File: config.mk
export PLATFORM = sky130hd
export DESIGN_NAME = reciprocal_taylor_coefficients_unit_flat
export DESIGN_NICKNAME = d
export VERILOG_FILES = /design/src/design/rtc_pkg.sv /design/src/design/rtc_if.sv /design/src/design/rtc_div.sv /design/src/design/rtc_mul.sv /design/src/design/reciprocal_taylor_coefficients_unit.sv /design/src/flat_wrapper.sv
export SDC_FILE = /design/constraint.sdc
export NUM_CORES = 2
export LEC_CHECK = 0
export BUFFER_PORTS_ARGS = -buffer_cell sky130_fd_sc_hd__buf_2
export CAP_MARGIN = 20
export CORE_MARGIN = 1
export CORE_UTILIZATION = 53
export DETAILED_ROUTE_END_ITERATION = 10
export GPL_TIMING_DRIVEN = 0
export HOLD_SLACK_MARGIN = 0.03
export PLACE_DENSITY = 0.73
export SYNTH_ARGS = -nofsm -noshare
export SYNTH_HDL_FRONTEND = slang
export SYNTH_HIERARCHICAL = 1
export SYNTH_SLANG_ARGS = --single-unit
export TNS_END_PERCENT = 30
File: constraint.sdc
create_clock -name i_clk -period 6.9 [get_ports i_clk]
set_input_delay 0 -clock i_clk [delete_from_list [all_inputs] [get_ports i_clk]]
set_output_delay 0 -clock i_clk [all_outputs]
set_load 0.1 [all_outputs]
File: src/design/rtc_pkg.sv
`timescale 1ns / 1ps
// ----------------------------------------------------------------------------
// rtc_pkg: shared types, widths and arithmetic helpers
// Holds the fixed-point format, derived widths, the sequencer state type
// and the rounding and saturation functions of the reciprocal Taylor unit.
// ----------------------------------------------------------------------------
package rtc_pkg;

    // Fixed-point format of every coefficient.
    localparam int COEF_WIDTH = 32;
    localparam int FRAC_BITS  = 16;

    // Quotient bits of the serial divider: 2^(2F+1) / d.
    localparam int QW  = 2 * FRAC_BITS + 2;
    // Working width of the rounded quotient magnitude, with a sign bit.
    localparam int CW  = ((QW > COEF_WIDTH) ? QW : COEF_WIDTH) + 1;
    // Exact product, its rounded and scaled form, and the term accumulator.
    localparam int PRW = 2 * COEF_WIDTH;
    localparam int PW  = PRW + 1;
    localparam int AW  = PW + 2;

    localparam int MCW = $clog2(COEF_WIDTH + 1);
    localparam int DCW = $clog2(QW + 1);

    localparam logic [1:0] LAST_IDX = 2'd3;

    localparam logic signed [COEF_WIDTH-1:0] MAXPOS = {1'b0, {(COEF_WIDTH-1){1'b1}}};
    localparam logic signed [AW-1:0] MAXPOS_A = AW'(MAXPOS);
    localparam logic signed [AW-1:0] MINNEG_A = -MAXPOS_A - AW'(1);
    localparam logic signed [PW-1:0] ROUND_P  = PW'(1) <<< (FRAC_BITS - 1);

    typedef logic signed [COEF_WIDTH-1:0] t_coef;
    typedef logic signed [PRW-1:0]        t_prod;

    // Sequencer states of the top level.
    typedef enum logic [2:0] {
        S_IDLE,
        S_DIV,
        S_TERM,
        S_TWAIT,
        S_FIN,
        S_FWAIT,
        S_DONE
    } t_state;

    // Round half up, then drop the fraction bits.
    function automatic logic signed [PW-1:0] scale_prod(input t_prod p);
        logic signed [PW-1:0] t;
        t = PW'(p) + ROUND_P;
        return t >>> FRAC_BITS;
    endfunction

    // True when the value does not fit the coefficient width.
    function automatic logic is_ovf(input logic signed [AW-1:0] x);
        return (x > MAXPOS_A) || (x < MINNEG_A);
    endfunction

    // Clamp to the coefficient width.
    function automatic t_coef sat_coef(input logic signed [AW-1:0] x);
        t_coef v;
        if (x > MAXPOS_A) begin
            v = MAXPOS;
        end else if (x < MINNEG_A) begin
            v = ~MAXPOS;
        end else begin
            v = x[COEF_WIDTH-1:0];
        end
        return v;
    endfunction

endpackage

File: src/design/rtc_if.sv
`timescale 1ns / 1ps
// ----------------------------------------------------------------------------
// rtc_in_if / rtc_out_if: item channels of the reciprocal Taylor unit
// Valid/ready channels carrying the input coefficients and the results.
// ----------------------------------------------------------------------------
interface rtc_in_if;
    logic                          valid;
    logic                          ready;
    logic signed [rtc_pkg::COEF_WIDTH-1:0] coef0;
    logic signed [rtc_pkg::COEF_WIDTH-1:0] coef1;
    logic signed [rtc_pkg::COEF_WIDTH-1:0] coef2;
    logic signed [rtc_pkg::COEF_WIDTH-1:0] coef3;

    modport source (output valid, coef0, coef1, coef2, coef3, input ready);
    modport sink   (input valid, coef0, coef1, coef2, coef3, output ready);
endinterface

interface rtc_out_if;
    logic                          valid;
    logic                          ready;
    logic signed [rtc_pkg::COEF_WIDTH-1:0] recip0;
    logic signed [rtc_pkg::COEF_WIDTH-1:0] recip1;
    logic signed [rtc_pkg::COEF_WIDTH-1:0] recip2;
    logic signed [rtc_pkg::COEF_WIDTH-1:0] recip3;
    logic [2:0]                    order_now;
    logic                          zero_divisor;
    logic                          overflowed;

    modport source (output valid, recip0, recip1, recip2, recip3, order_now,
                    zero_divisor, overflowed, input ready);
    modport sink   (input valid, recip0, recip1, recip2, recip3, order_now,
                    zero_divisor, overflowed, output ready);
endinterface

File: src/design/rtc_div.sv
`timescale 1ns / 1ps
// ----------------------------------------------------------------------------
// rtc_div: bit-serial reciprocal
// Restoring division of 2^(2F+1) by |u0|, one quotient bit per cycle,
// then rounding, sign restore and saturation in a final step.
// ----------------------------------------------------------------------------
module rtc_div (
    input  logic                   i_clk,
    input  logic                   i_rst_n,
    input  logic                   i_start,
    input  rtc_pkg::t_coef         i_divisor,
    output logic                   o_done,
    output rtc_pkg::t_coef         o_quot,
    output logic                   o_ovf
);
    import rtc_pkg::*;

    logic                  r_busy, r_fin, r_neg;
    logic [DCW-1:0]        r_cnt;
    logic [COEF_WIDTH-1:0] r_d;
    logic [COEF_WIDTH:0]   r_rem;
    logic [QW-1:0]         r_q;
    logic                  r_done, r_ovf;
    t_coef                 r_quot;

    logic [COEF_WIDTH:0]   trial;
    logic                  ge;
    logic [QW-1:0]         q_inc;
    logic signed [CW-1:0]  qmag, qval;
    logic                  sat_hit;

    // One restoring step: shift in the next dividend bit and try to subtract.
    always_comb begin
        trial = {r_rem[COEF_WIDTH-1:0], (r_cnt == '0)};
        ge    = (trial >= {1'b0, r_d});
    end

    // Round the quotient to nearest, restore the sign and saturate.
    always_comb begin
        q_inc = r_q + QW'(1);
        qmag  = CW'(q_inc >> 1);
        qval  = r_neg ? -qmag : qmag;
        if (r_neg) begin
            sat_hit = (qmag > (CW'(MAXPOS) + CW'(1)));
        end else begin
            sat_hit = (qmag > CW'(MAXPOS));
        end
    end

    // Iteration control.
    always_ff @(posedge i_clk) begin
        if (!i_rst_n) begin
            r_busy <= 1'b0;
            r_fin  <= 1'b0;
            r_done <= 1'b0;
            r_cnt  <= '0;
        end else begin
            r_done <= 1'b0;
            if (i_start) begin
                r_busy <= 1'b1;
                r_cnt  <= '0;
            end else if (r_busy) begin
                r_cnt <= r_cnt + DCW'(1);
                if (r_cnt == DCW'(QW - 1)) begin
                    r_busy <= 1'b0;
                    r_fin  <= 1'b1;
                end
            end else if (r_fin) begin
                r_fin  <= 1'b0;
                r_done <= 1'b1;
            end
        end
    end

    // Datapath registers.
    always_ff @(posedge i_clk) begin
        if (i_start) begin
            r_neg <= i_divisor[COEF_WIDTH-1];
            r_d   <= i_divisor[COEF_WIDTH-1] ? -i_divisor : i_divisor;
            r_rem <= '0;
            r_q   <= '0;
        end else if (r_busy) begin
            r_rem <= ge ? (trial - {1'b0, r_d}) : trial;
            r_q   <= {r_q[QW-2:0], ge};
        end else if (r_fin) begin
            r_ovf  <= sat_hit;
            r_quot <= sat_hit ? (r_neg ? ~MAXPOS : MAXPOS) : qval[COEF_WIDTH-1:0];
        end
    end

    assign o_done = r_done;
    assign o_quot = r_quot;
    assign o_ovf  = r_ovf;

endmodule

File: src/design/rtc_mul.sv
`timescale 1ns / 1ps
// ----------------------------------------------------------------------------
// rtc_mul: bit-serial signed multiplier
// Shift-add on operand magnitudes, one multiplier bit per cycle, with the
// sign applied to the exact double-width product in a final step.
// ----------------------------------------------------------------------------
module rtc_mul (
    input  logic            i_clk,
    input  logic            i_rst_n,
    input  logic            i_start,
    input  rtc_pkg::t_coef  i_a,
    input  rtc_pkg::t_coef  i_b,
    output logic            o_done,
    output rtc_pkg::t_prod  o_prod
);
    import rtc_pkg::*;

    logic                  r_busy, r_fin, r_neg, r_done;
    logic [MCW-1:0]        r_cnt;
    logic [COEF_WIDTH-1:0] r_mcand, r_lo;
    logic [COEF_WIDTH:0]   r_hi;
    t_prod                 r_prod;

    logic [COEF_WIDTH:0]   sum;
    logic [PRW-1:0]        mag;

    // Add the multiplicand when the current multiplier bit is set.
    always_comb begin
        sum = r_hi + (r_lo[0] ? {1'b0, r_mcand} : '0);
        mag = {r_hi[COEF_WIDTH-1:0], r_lo};
    end

    // Iteration control.
    always_ff @(posedge i_clk) begin
        if (!i_rst_n) begin
            r_busy <= 1'b0;
            r_fin  <= 1'b0;
            r_done <= 1'b0;
            r_cnt  <= '0;
        end else begin
            r_done <= 1'b0;
            if (i_start) begin
                r_busy <= 1'b1;
                r_cnt  <= '0;
            end else if (r_busy) begin
                r_cnt <= r_cnt + MCW'(1);
                if (r_cnt == MCW'(COEF_WIDTH - 1)) begin
                    r_busy <= 1'b0;
                    r_fin  <= 1'b1;
                end
            end else if (r_fin) begin
                r_fin  <= 1'b0;
                r_done <= 1'b1;
            end
        end
    end

    // Shift-add datapath.
    always_ff @(posedge i_clk) begin
        if (i_start) begin
            r_neg   <= i_a[COEF_WIDTH-1] ^ i_b[COEF_WIDTH-1];
            r_mcand <= i_a[COEF_WIDTH-1] ? -i_a : i_a;
            r_lo    <= i_b[COEF_WIDTH-1] ? -i_b : i_b;
            r_hi    <= '0;
        end else if (r_busy) begin
            r_hi <= {1'b0, sum[COEF_WIDTH:1]};
            r_lo <= {sum[0], r_lo[COEF_WIDTH-1:1]};
        end else if (r_fin) begin
            r_prod <= r_neg ? -$signed(mag) : $signed(mag);
        end
    end

    assign o_done = r_done;
    assign o_prod = r_prod;

endmodule

File: src/design/reciprocal_taylor_coefficients_unit.sv
`timescale 1ns / 1ps
// ----------------------------------------------------------------------------
// reciprocal_taylor_coefficients_unit: Taylor coefficients of 1/u
// Work per item: one serial reciprocal (Q16.16) and then serial multiplies;
// order n takes n(n+1)/2-1 multiplies.
// One item at a time; the output register frees the input while waiting.
// Synchronous active-low reset clears the sticky order to one and all valids.
// ----------------------------------------------------------------------------
module reciprocal_taylor_coefficients_unit (
    input  logic      i_clk,
    input  logic      i_rst_n,
    rtc_in_if.sink    i_in,
    rtc_out_if.source o_out
);
    import rtc_pkg::*;

    t_state r_state, n_state;

    logic [1:0]       r_track, n_track;
    logic [1:0]       r_k, r_j, r_last;
    t_coef            r_u [4];
    t_coef            r_y [4];
    t_coef            r_r, r_s;
    logic signed [AW-1:0] r_acc;
    logic             r_zd, r_ovf;
    logic             r_div_go;

    logic             r_oval;
    t_coef            r_o [4];
    logic [2:0]       r_oorder;
    logic             r_ozd, r_oovf;

    logic             accept, out_free;
    logic             div_start, div_done, div_ovf;
    t_coef            div_q;
    logic             mul_start, mul_done;
    t_coef            mul_a, mul_b;
    t_prod            mul_p;
    logic signed [AW-1:0] acc_sum, fin_val;
    logic [1:0]       kj;

    rtc_div u_div (
        .i_clk     (i_clk),
        .i_rst_n   (i_rst_n),
        .i_start   (div_start),
        .i_divisor (r_u[0]),
        .o_done    (div_done),
        .o_quot    (div_q),
        .o_ovf     (div_ovf)
    );

    rtc_mul u_mul (
        .i_clk   (i_clk),
        .i_rst_n (i_rst_n),
        .i_start (mul_start),
        .i_a     (mul_a),
        .i_b     (mul_b),
        .o_done  (mul_done),
        .o_prod  (mul_p)
    );

    assign accept   = i_in.valid && i_in.ready;
    assign out_free = !r_oval || o_out.ready;

    // Sticky order update from the incoming coefficients.
    always_comb begin
        n_track = r_track;
        if (i_in.coef1 != '0 && r_track < 2'd1) n_track = 2'd1;
        if (i_in.coef2 != '0 && n_track < 2'd2) n_track = 2'd2;
        if (i_in.coef3 != '0) n_track = LAST_IDX;
    end

    // Multiplier operands and result arithmetic.
    always_comb begin
        kj      = r_k - r_j;
        mul_a   = (r_state == S_FIN) ? r_r : r_u[r_j];
        mul_b   = (r_state == S_FIN) ? r_s : r_y[kj];
        acc_sum = r_acc + AW'(scale_prod(mul_p));
        fin_val = -AW'(scale_prod(mul_p));
    end

    // Next state.
    always_comb begin
        n_state = r_state;
        unique case (r_state)
            S_IDLE:  if (accept) n_state = (i_in.coef0 == '0) ? S_DONE : S_DIV;
            S_DIV:   if (div_done) n_state = (r_last == 2'd0) ? S_DONE : S_TERM;
            S_TERM:  n_state = S_TWAIT;
            S_TWAIT: if (mul_done) n_state = (r_j == r_k) ? S_FIN : S_TERM;
            S_FIN:   n_state = S_FWAIT;
            S_FWAIT: if (mul_done) n_state = (r_k == r_last) ? S_DONE : S_TERM;
            S_DONE:  if (out_free) n_state = S_IDLE;
            default: n_state = S_IDLE;
        endcase
    end

    // Outputs of the sequencer.
    always_comb begin
        i_in.ready = 1'b0;
        div_start  = 1'b0;
        mul_start  = 1'b0;
        unique case (r_state)
            S_IDLE:  i_in.ready = 1'b1;
            S_TERM:  mul_start  = 1'b1;
            S_FIN:   mul_start  = 1'b1;
            default: ;
        endcase
        div_start = (r_state == S_DIV) && !r_div_go;
    end

    always_ff @(posedge i_clk) begin
        if (!i_rst_n) begin
            r_state  <= S_IDLE;
            r_track  <= 2'd0;
            r_oval   <= 1'b0;
            r_div_go <= 1'b0;
        end else begin
            r_state  <= n_state;
            r_div_go <= (r_state == S_DIV) && !div_done;
            if (accept) r_track <= n_track;
            if (r_state == S_DONE && out_free) begin
                r_oval <= 1'b1;
            end else if (o_out.ready) begin
                r_oval <= 1'b0;
            end
        end
    end

    // Working registers of one item.
    always_ff @(posedge i_clk) begin
        unique case (r_state)
            S_IDLE: if (accept) begin
                r_u[0] <= i_in.coef0;
                r_u[1] <= i_in.coef1;
                r_u[2] <= i_in.coef2;
                r_u[3] <= i_in.coef3;
                r_last <= n_track;
                r_zd   <= (i_in.coef0 == '0);
                r_ovf  <= 1'b0;
                for (int i = 0; i < 4; i++) begin
                    r_y[i] <= (i_in.coef0 == '0 && 2'(i) <= n_track) ? MAXPOS : '0;
                end
            end
            S_DIV: if (div_done) begin
                r_r    <= div_q;
                r_y[0] <= div_q;
                r_ovf  <= div_ovf;
                r_k    <= 2'd1;
                r_j    <= 2'd1;
                r_acc  <= '0;
            end
            S_TWAIT: if (mul_done) begin
                r_acc <= acc_sum;
                r_j   <= r_j + 2'd1;
                if (r_j == r_k) begin
                    r_s   <= sat_coef(acc_sum);
                    r_ovf <= r_ovf | is_ovf(acc_sum);
                end
            end
            S_FWAIT: if (mul_done) begin
                r_y[r_k] <= sat_coef(fin_val);
                r_ovf    <= r_ovf | is_ovf(fin_val);
                r_k      <= r_k + 2'd1;
                r_j      <= 2'd1;
                r_acc    <= '0;
            end
            default: ;
        endcase
    end

    // Output register.
    always_ff @(posedge i_clk) begin
        if (r_state == S_DONE && out_free) begin
            for (int i = 0; i < 4; i++) r_o[i] <= r_y[i];
            r_oorder <= {1'b0, r_last} + 3'd1;
            r_ozd    <= r_zd;
            r_oovf   <= r_ovf;
        end
    end

    assign o_out.valid        = r_oval;
    assign o_out.recip0       = r_o[0];
    assign o_out.recip1       = r_o[1];
    assign o_out.recip2       = r_o[2];
    assign o_out.recip3       = r_o[3];
    assign o_out.order_now    = r_oorder;
    assign o_out.zero_divisor = r_ozd;
    assign o_out.overflowed   = r_oovf;

    // A zero divisor never reports overflow.
    a_zd_no_ovf: assert property (@(posedge i_clk) disable iff (!i_rst_n)
        o_out.valid && o_out.zero_divisor |-> !o_out.overflowed)
        else $error("zero divisor result flagged overflow");

    // The sticky order never falls.
    a_track_mono: assert property (@(posedge i_clk) disable iff (!i_rst_n)
        1'b1 |=> r_track >= $past(r_track))
        else $error("sticky order decreased");

    // At order one, the result above the order (recip1) is zero.
    a_order_one: assert property (@(posedge i_clk) disable iff (!i_rst_n)
        o_out.valid && o_out.order_now == 3'd1 |-> o_out.recip1 == '0)
        else $error("coefficient above order not zero");

    // Multiplies are only issued while working on terms.
    a_mul_start: assert property (@(posedge i_clk) disable iff (!i_rst_n)
        mul_start |-> (r_state == S_TERM || r_state == S_FIN))
        else $error("multiply started outside term phase");

endmodule

File: src/flat_wrapper.sv
// flat-port wrapper written by rule: the top's interface ports become plain ports
module reciprocal_taylor_coefficients_unit_flat import rtc_pkg::*;
  (i_clk, i_rst_n, i_in_valid, i_in_coef0, i_in_coef1, i_in_coef2, i_in_coef3, i_in_ready, o_out_valid, o_out_recip0, o_out_recip1, o_out_recip2, o_out_recip3, o_out_order_now, o_out_zero_divisor, o_out_overflowed, o_out_ready);
  rtc_in_if i_in_i ();
  rtc_out_if o_out_i ();
  input  logic i_clk;
  input  logic i_rst_n;
  input wire logic [$bits(i_in_i.valid)-1:0] i_in_valid;
  input wire logic [$bits(i_in_i.coef0)-1:0] i_in_coef0;
  input wire logic [$bits(i_in_i.coef1)-1:0] i_in_coef1;
  input wire logic [$bits(i_in_i.coef2)-1:0] i_in_coef2;
  input wire logic [$bits(i_in_i.coef3)-1:0] i_in_coef3;
  output wire logic [$bits(i_in_i.ready)-1:0] i_in_ready;
  output wire logic [$bits(o_out_i.valid)-1:0] o_out_valid;
  output wire logic [$bits(o_out_i.recip0)-1:0] o_out_recip0;
  output wire logic [$bits(o_out_i.recip1)-1:0] o_out_recip1;
  output wire logic [$bits(o_out_i.recip2)-1:0] o_out_recip2;
  output wire logic [$bits(o_out_i.recip3)-1:0] o_out_recip3;
  output wire logic [$bits(o_out_i.order_now)-1:0] o_out_order_now;
  output wire logic [$bits(o_out_i.zero_divisor)-1:0] o_out_zero_divisor;
  output wire logic [$bits(o_out_i.overflowed)-1:0] o_out_overflowed;
  input wire logic [$bits(o_out_i.ready)-1:0] o_out_ready;
  assign i_in_i.valid = i_in_valid;
  assign i_in_i.coef0 = i_in_coef0;
  assign i_in_i.coef1 = i_in_coef1;
  assign i_in_i.coef2 = i_in_coef2;
  assign i_in_i.coef3 = i_in_coef3;
  assign i_in_ready = i_in_i.ready;
  assign o_out_valid = o_out_i.valid;
  assign o_out_recip0 = o_out_i.recip0;
  assign o_out_recip1 = o_out_i.recip1;
  assign o_out_recip2 = o_out_i.recip2;
  assign o_out_recip3 = o_out_i.recip3;
  assign o_out_order_now = o_out_i.order_now;
  assign o_out_zero_divisor = o_out_i.zero_divisor;
  assign o_out_overflowed = o_out_i.overflowed;
  assign o_out_i.ready = o_out_ready;
  reciprocal_taylor_coefficients_unit u_core (.i_clk(i_clk), .i_rst_n(i_rst_n), .i_in(i_in_i), .o_out(o_out_i));
endmodule
==> reports/metrics.cfg <==
[setup_path]
r2r_start=u_core/u_mul/o_prod[16]$_DFFE_PP_
endpoint_kind=flop
critPathLaunch=u_core/u_mul/o_prod[16]$_DFFE_PP_
rr_worst_depth=21
r2r_slack_ns=0.15
critPathRequiredTime_ns=7.37
path_cells=ha_1 > buf_2 > and3_1 > nand4_1 > buf_4 > nor4_1 > xnor2_1 > inv_1 > ha_1 > a21oi_1 > o21ai_0 > a221o_1 > a221o_1 > and3_1 > nor3_1 > xor2_1 > nor4_1 > nand4_1 > o31a_4 > buf_2 > o21ai_2
slowest_stage=ha_1
r2r-end=u_core/r_s[11]$_SDFFCE_PP1P_
start_kind=flop
worst-setup-path-type=flop to flop
path_max_fanout=10
crit_end=u_core/r_s[11]$_SDFFCE_PP1P_
arrival_ns=7.22
crit_path_max_incr_delay_ns=0.49

[power]
peakVddDrop_v=0.000248
internal-power_w=0.0124
clkPwrFrac=0.247
power_frac_seq=0.373
comb_power_share=0.380
p_sw_frac=0.378
switchingPower_w=0.00753
power_density_nw_per_um2=355
leakagePower_nw=20.3

[logic_synthesis]
synth_fp_nets=4632
synth_area_um2=47500
synthCells=4348
avgSynthCellArea_um2=10.9
ys_warn_count=6

[timing]
maxSlewHeadroom=0.212
fmax_mhz=148
worst_slew_pin_slew_ns=1.18
fin_worst_skew_ns=0.0317
hold_violations=0
period_share=0.978
finalCriticalPeriod_ns=6.75
setup_violations=0
holdWs_ns=0.0447
finalMaxSlewViolations=0
setup_ws_ns=0.150

[min_path]
hold_path_class=input pin to flop

[die]
die_y_um=301
initial_core_util=0.536
rows=109
die_w_um=301
dieArea_um2=90800
core_um2=88600
num_io_pins=267

[placement]
gp_congestion=1.05
pre_cts_ws_ns=-1.61
dpl.hpwl_um=123000
portBuffers=266
dpl_cell_area_um2=50800

[clock_tree]
numClockSinks=833
clk_pin_slew_worst_paths_ns=0.07
cts_tree=built
cts_buffers=88
cts_buffer_depth=3
cts-root-buf=clkbuf_16
h-tree-depth=3
clk_latency_ns=0.69

[cells_and_area]
fillers=7045
final_layout_size_suffix_gt1_frac=0.169
final_area_um2=56200
nets=5186
area_delta_synth_final_pct=18.2

[route]
final_antenna_net_count=0
drt_iter0_drc=4512
drt-total-wl_um=164000
routedWlPerCell_um=26.8
dr_total_vias=39300
m1WireLength_um=63600
dr_wl_met3_um=14400
dr.pass1.iters=11
drc=84
vias_per_cell=6.40
maxUsedRoutingLayer=met5
wl_met2_um=74400

[grt]
grt_pass1_wl_um=241000
grt_max_degree=68
grt_overflow=0
grtUsageTotal=0.358
antenna_found_initial=8
grt_pass1_vias=37900

[status]
violations=DRC
status=finished with violations

[flow_run]
cap_violations=0

power groups by stage:
stage          combinational, W  sequential [W]  clock, W
2_1_floorplan           0.00503         0.00738         0
3_5_place_dp            0.00718         0.00749         0
3_3_place_gp            0.00693         0.00752         0
4_1_cts                 0.00735         0.00740   0.00495
6_report                0.00757         0.00744   0.00492
5_1_grt                 0.00814         0.00750   0.00516
sequential cells by signal, indices dropped and copies added, names as in the netlist, 32 cells and up, named ones only:
name,cells
u_core/u_div/r_q,34
u_core/u_mul/r_lo,32
u_core/u_mul/o_prod,49
u_core/r_acc,67
u_core/r_o,128
u_core/r_y,128
u_core/u_div/r_rem,32
u_core/u_div/o_quot,32
u_core/r_r,32
u_core/r_s,32
u_core/u_mul/r_mcand,32
u_core/r_u,128
u_core/u_div/r_d,32
u_core/u_mul/r_hi,32
metrics by stage:
stage | setup TNS, ns | total power, W | std cells | util
4_1_cts | 0 | 0.0197 | 6137 | 0.630
2_1_floorplan | 0 | 0.0124 | 4348 | -
6_report | 0 | 0.0199 | 6140 | 0.634
3_5_place_dp | -43.57 | 0.0147 | 5805 | 0.573
5_1_grt | -0.188 | 0.0208 | 6139 | 0.634
3_3_place_gp | -44.92 | 0.0145 | 5779 | 0.567
repair_timing:
action                                  in CTS  in global routing
endpoints found under the hold margin      169                  0
endpoints found under the setup margin      32                 32
hold buffers                               166                  0
gates resized for setup                     67                 56
setup buffers                                6                  9
pin swaps                                    6                  6
layout make-up:
type / instances / area [µm²] / share of cell area
sequential: 833 / 23800 / 0.423
multi-input combinational: 3148 / 22800 / 0.406
timing repair buffer: 476 / 3660 / 0.0652
clock buffer: 107 / 2380 / 0.0423
tap: 1165 / 1460 / 0.0260
buffer: 222 / 1020 / 0.0181
clock inverter: 55 / 592 / 0.0105
inverter: 133 / 507 / 0.00902
antenna: 1 / 2.50 / 0.0000446
critical path, delay by kind of cell (launching register included):
family | cells | cell delay (ns)
flops | 1 | 0.44
simple gates | 7 | 1.77
xor+xnor | 2 | 0.54
fa+ha+maj | 2 | 0.66
compound gates | 6 | 2.15
buf+inv | 4 | 0.96
routing by layer:
layer,GRT usage,vias up
met2,0.564,2166
met4,0.234,8
li1,-,17600
met3,0.0596,458
met1,0.457,19100
met5,0,-
placed cells by master (no fill, tap or decap), drive strengths merged, types with 12 or more instances in the layout:
master,count
clkinv,32
a21oi,241
o21ai,313
mux2i,82
ha,149
mux2,69
a21o,54
nand4,113
nand2,276
nor2,387
dfxtp,125
o21a,17
o31ai,82
mux4,64
and2,63
nor4,94
or3,46
a211oi,48
nand4b,14
inv,137
buf,372
o41ai,31
o21bai,22
or4,37
and3,30
edfxtp,708
xnor2,261
xor2,139
o211ai,20
or2,28
nand2b,41
nor3,93
a31oi,23
dlygate4sd3,166
clkbuf,266
and4,18
nor2b,22
o221ai,13
nor3b,12
nand3,94
worst min path at each step:
stage                    from  slack [ns]                          end  depth (start not counted)
2_1_floorplan   i_in_coef0[0]         0.1   u_core/r_u[0][0]$_DFFE_PP_                          0
3_3_place_gp   i_in_coef2[25]        0.19  u_core/r_u[2][25]$_DFFE_PP_                          1
3_5_place_dp   i_in_coef3[26]        0.19  u_core/r_u[3][26]$_DFFE_PP_                          1
4_1_cts        i_in_coef2[22]        0.03  u_core/r_u[2][22]$_DFFE_PP_                          2
5_1_grt         i_in_coef1[3]        0.04   u_core/r_u[1][3]$_DFFE_PP_                          2
6_report        i_in_coef1[3]        0.04   u_core/r_u[1][3]$_DFFE_PP_                          2
No activity file was read; power rests on OpenSTA's default activity.
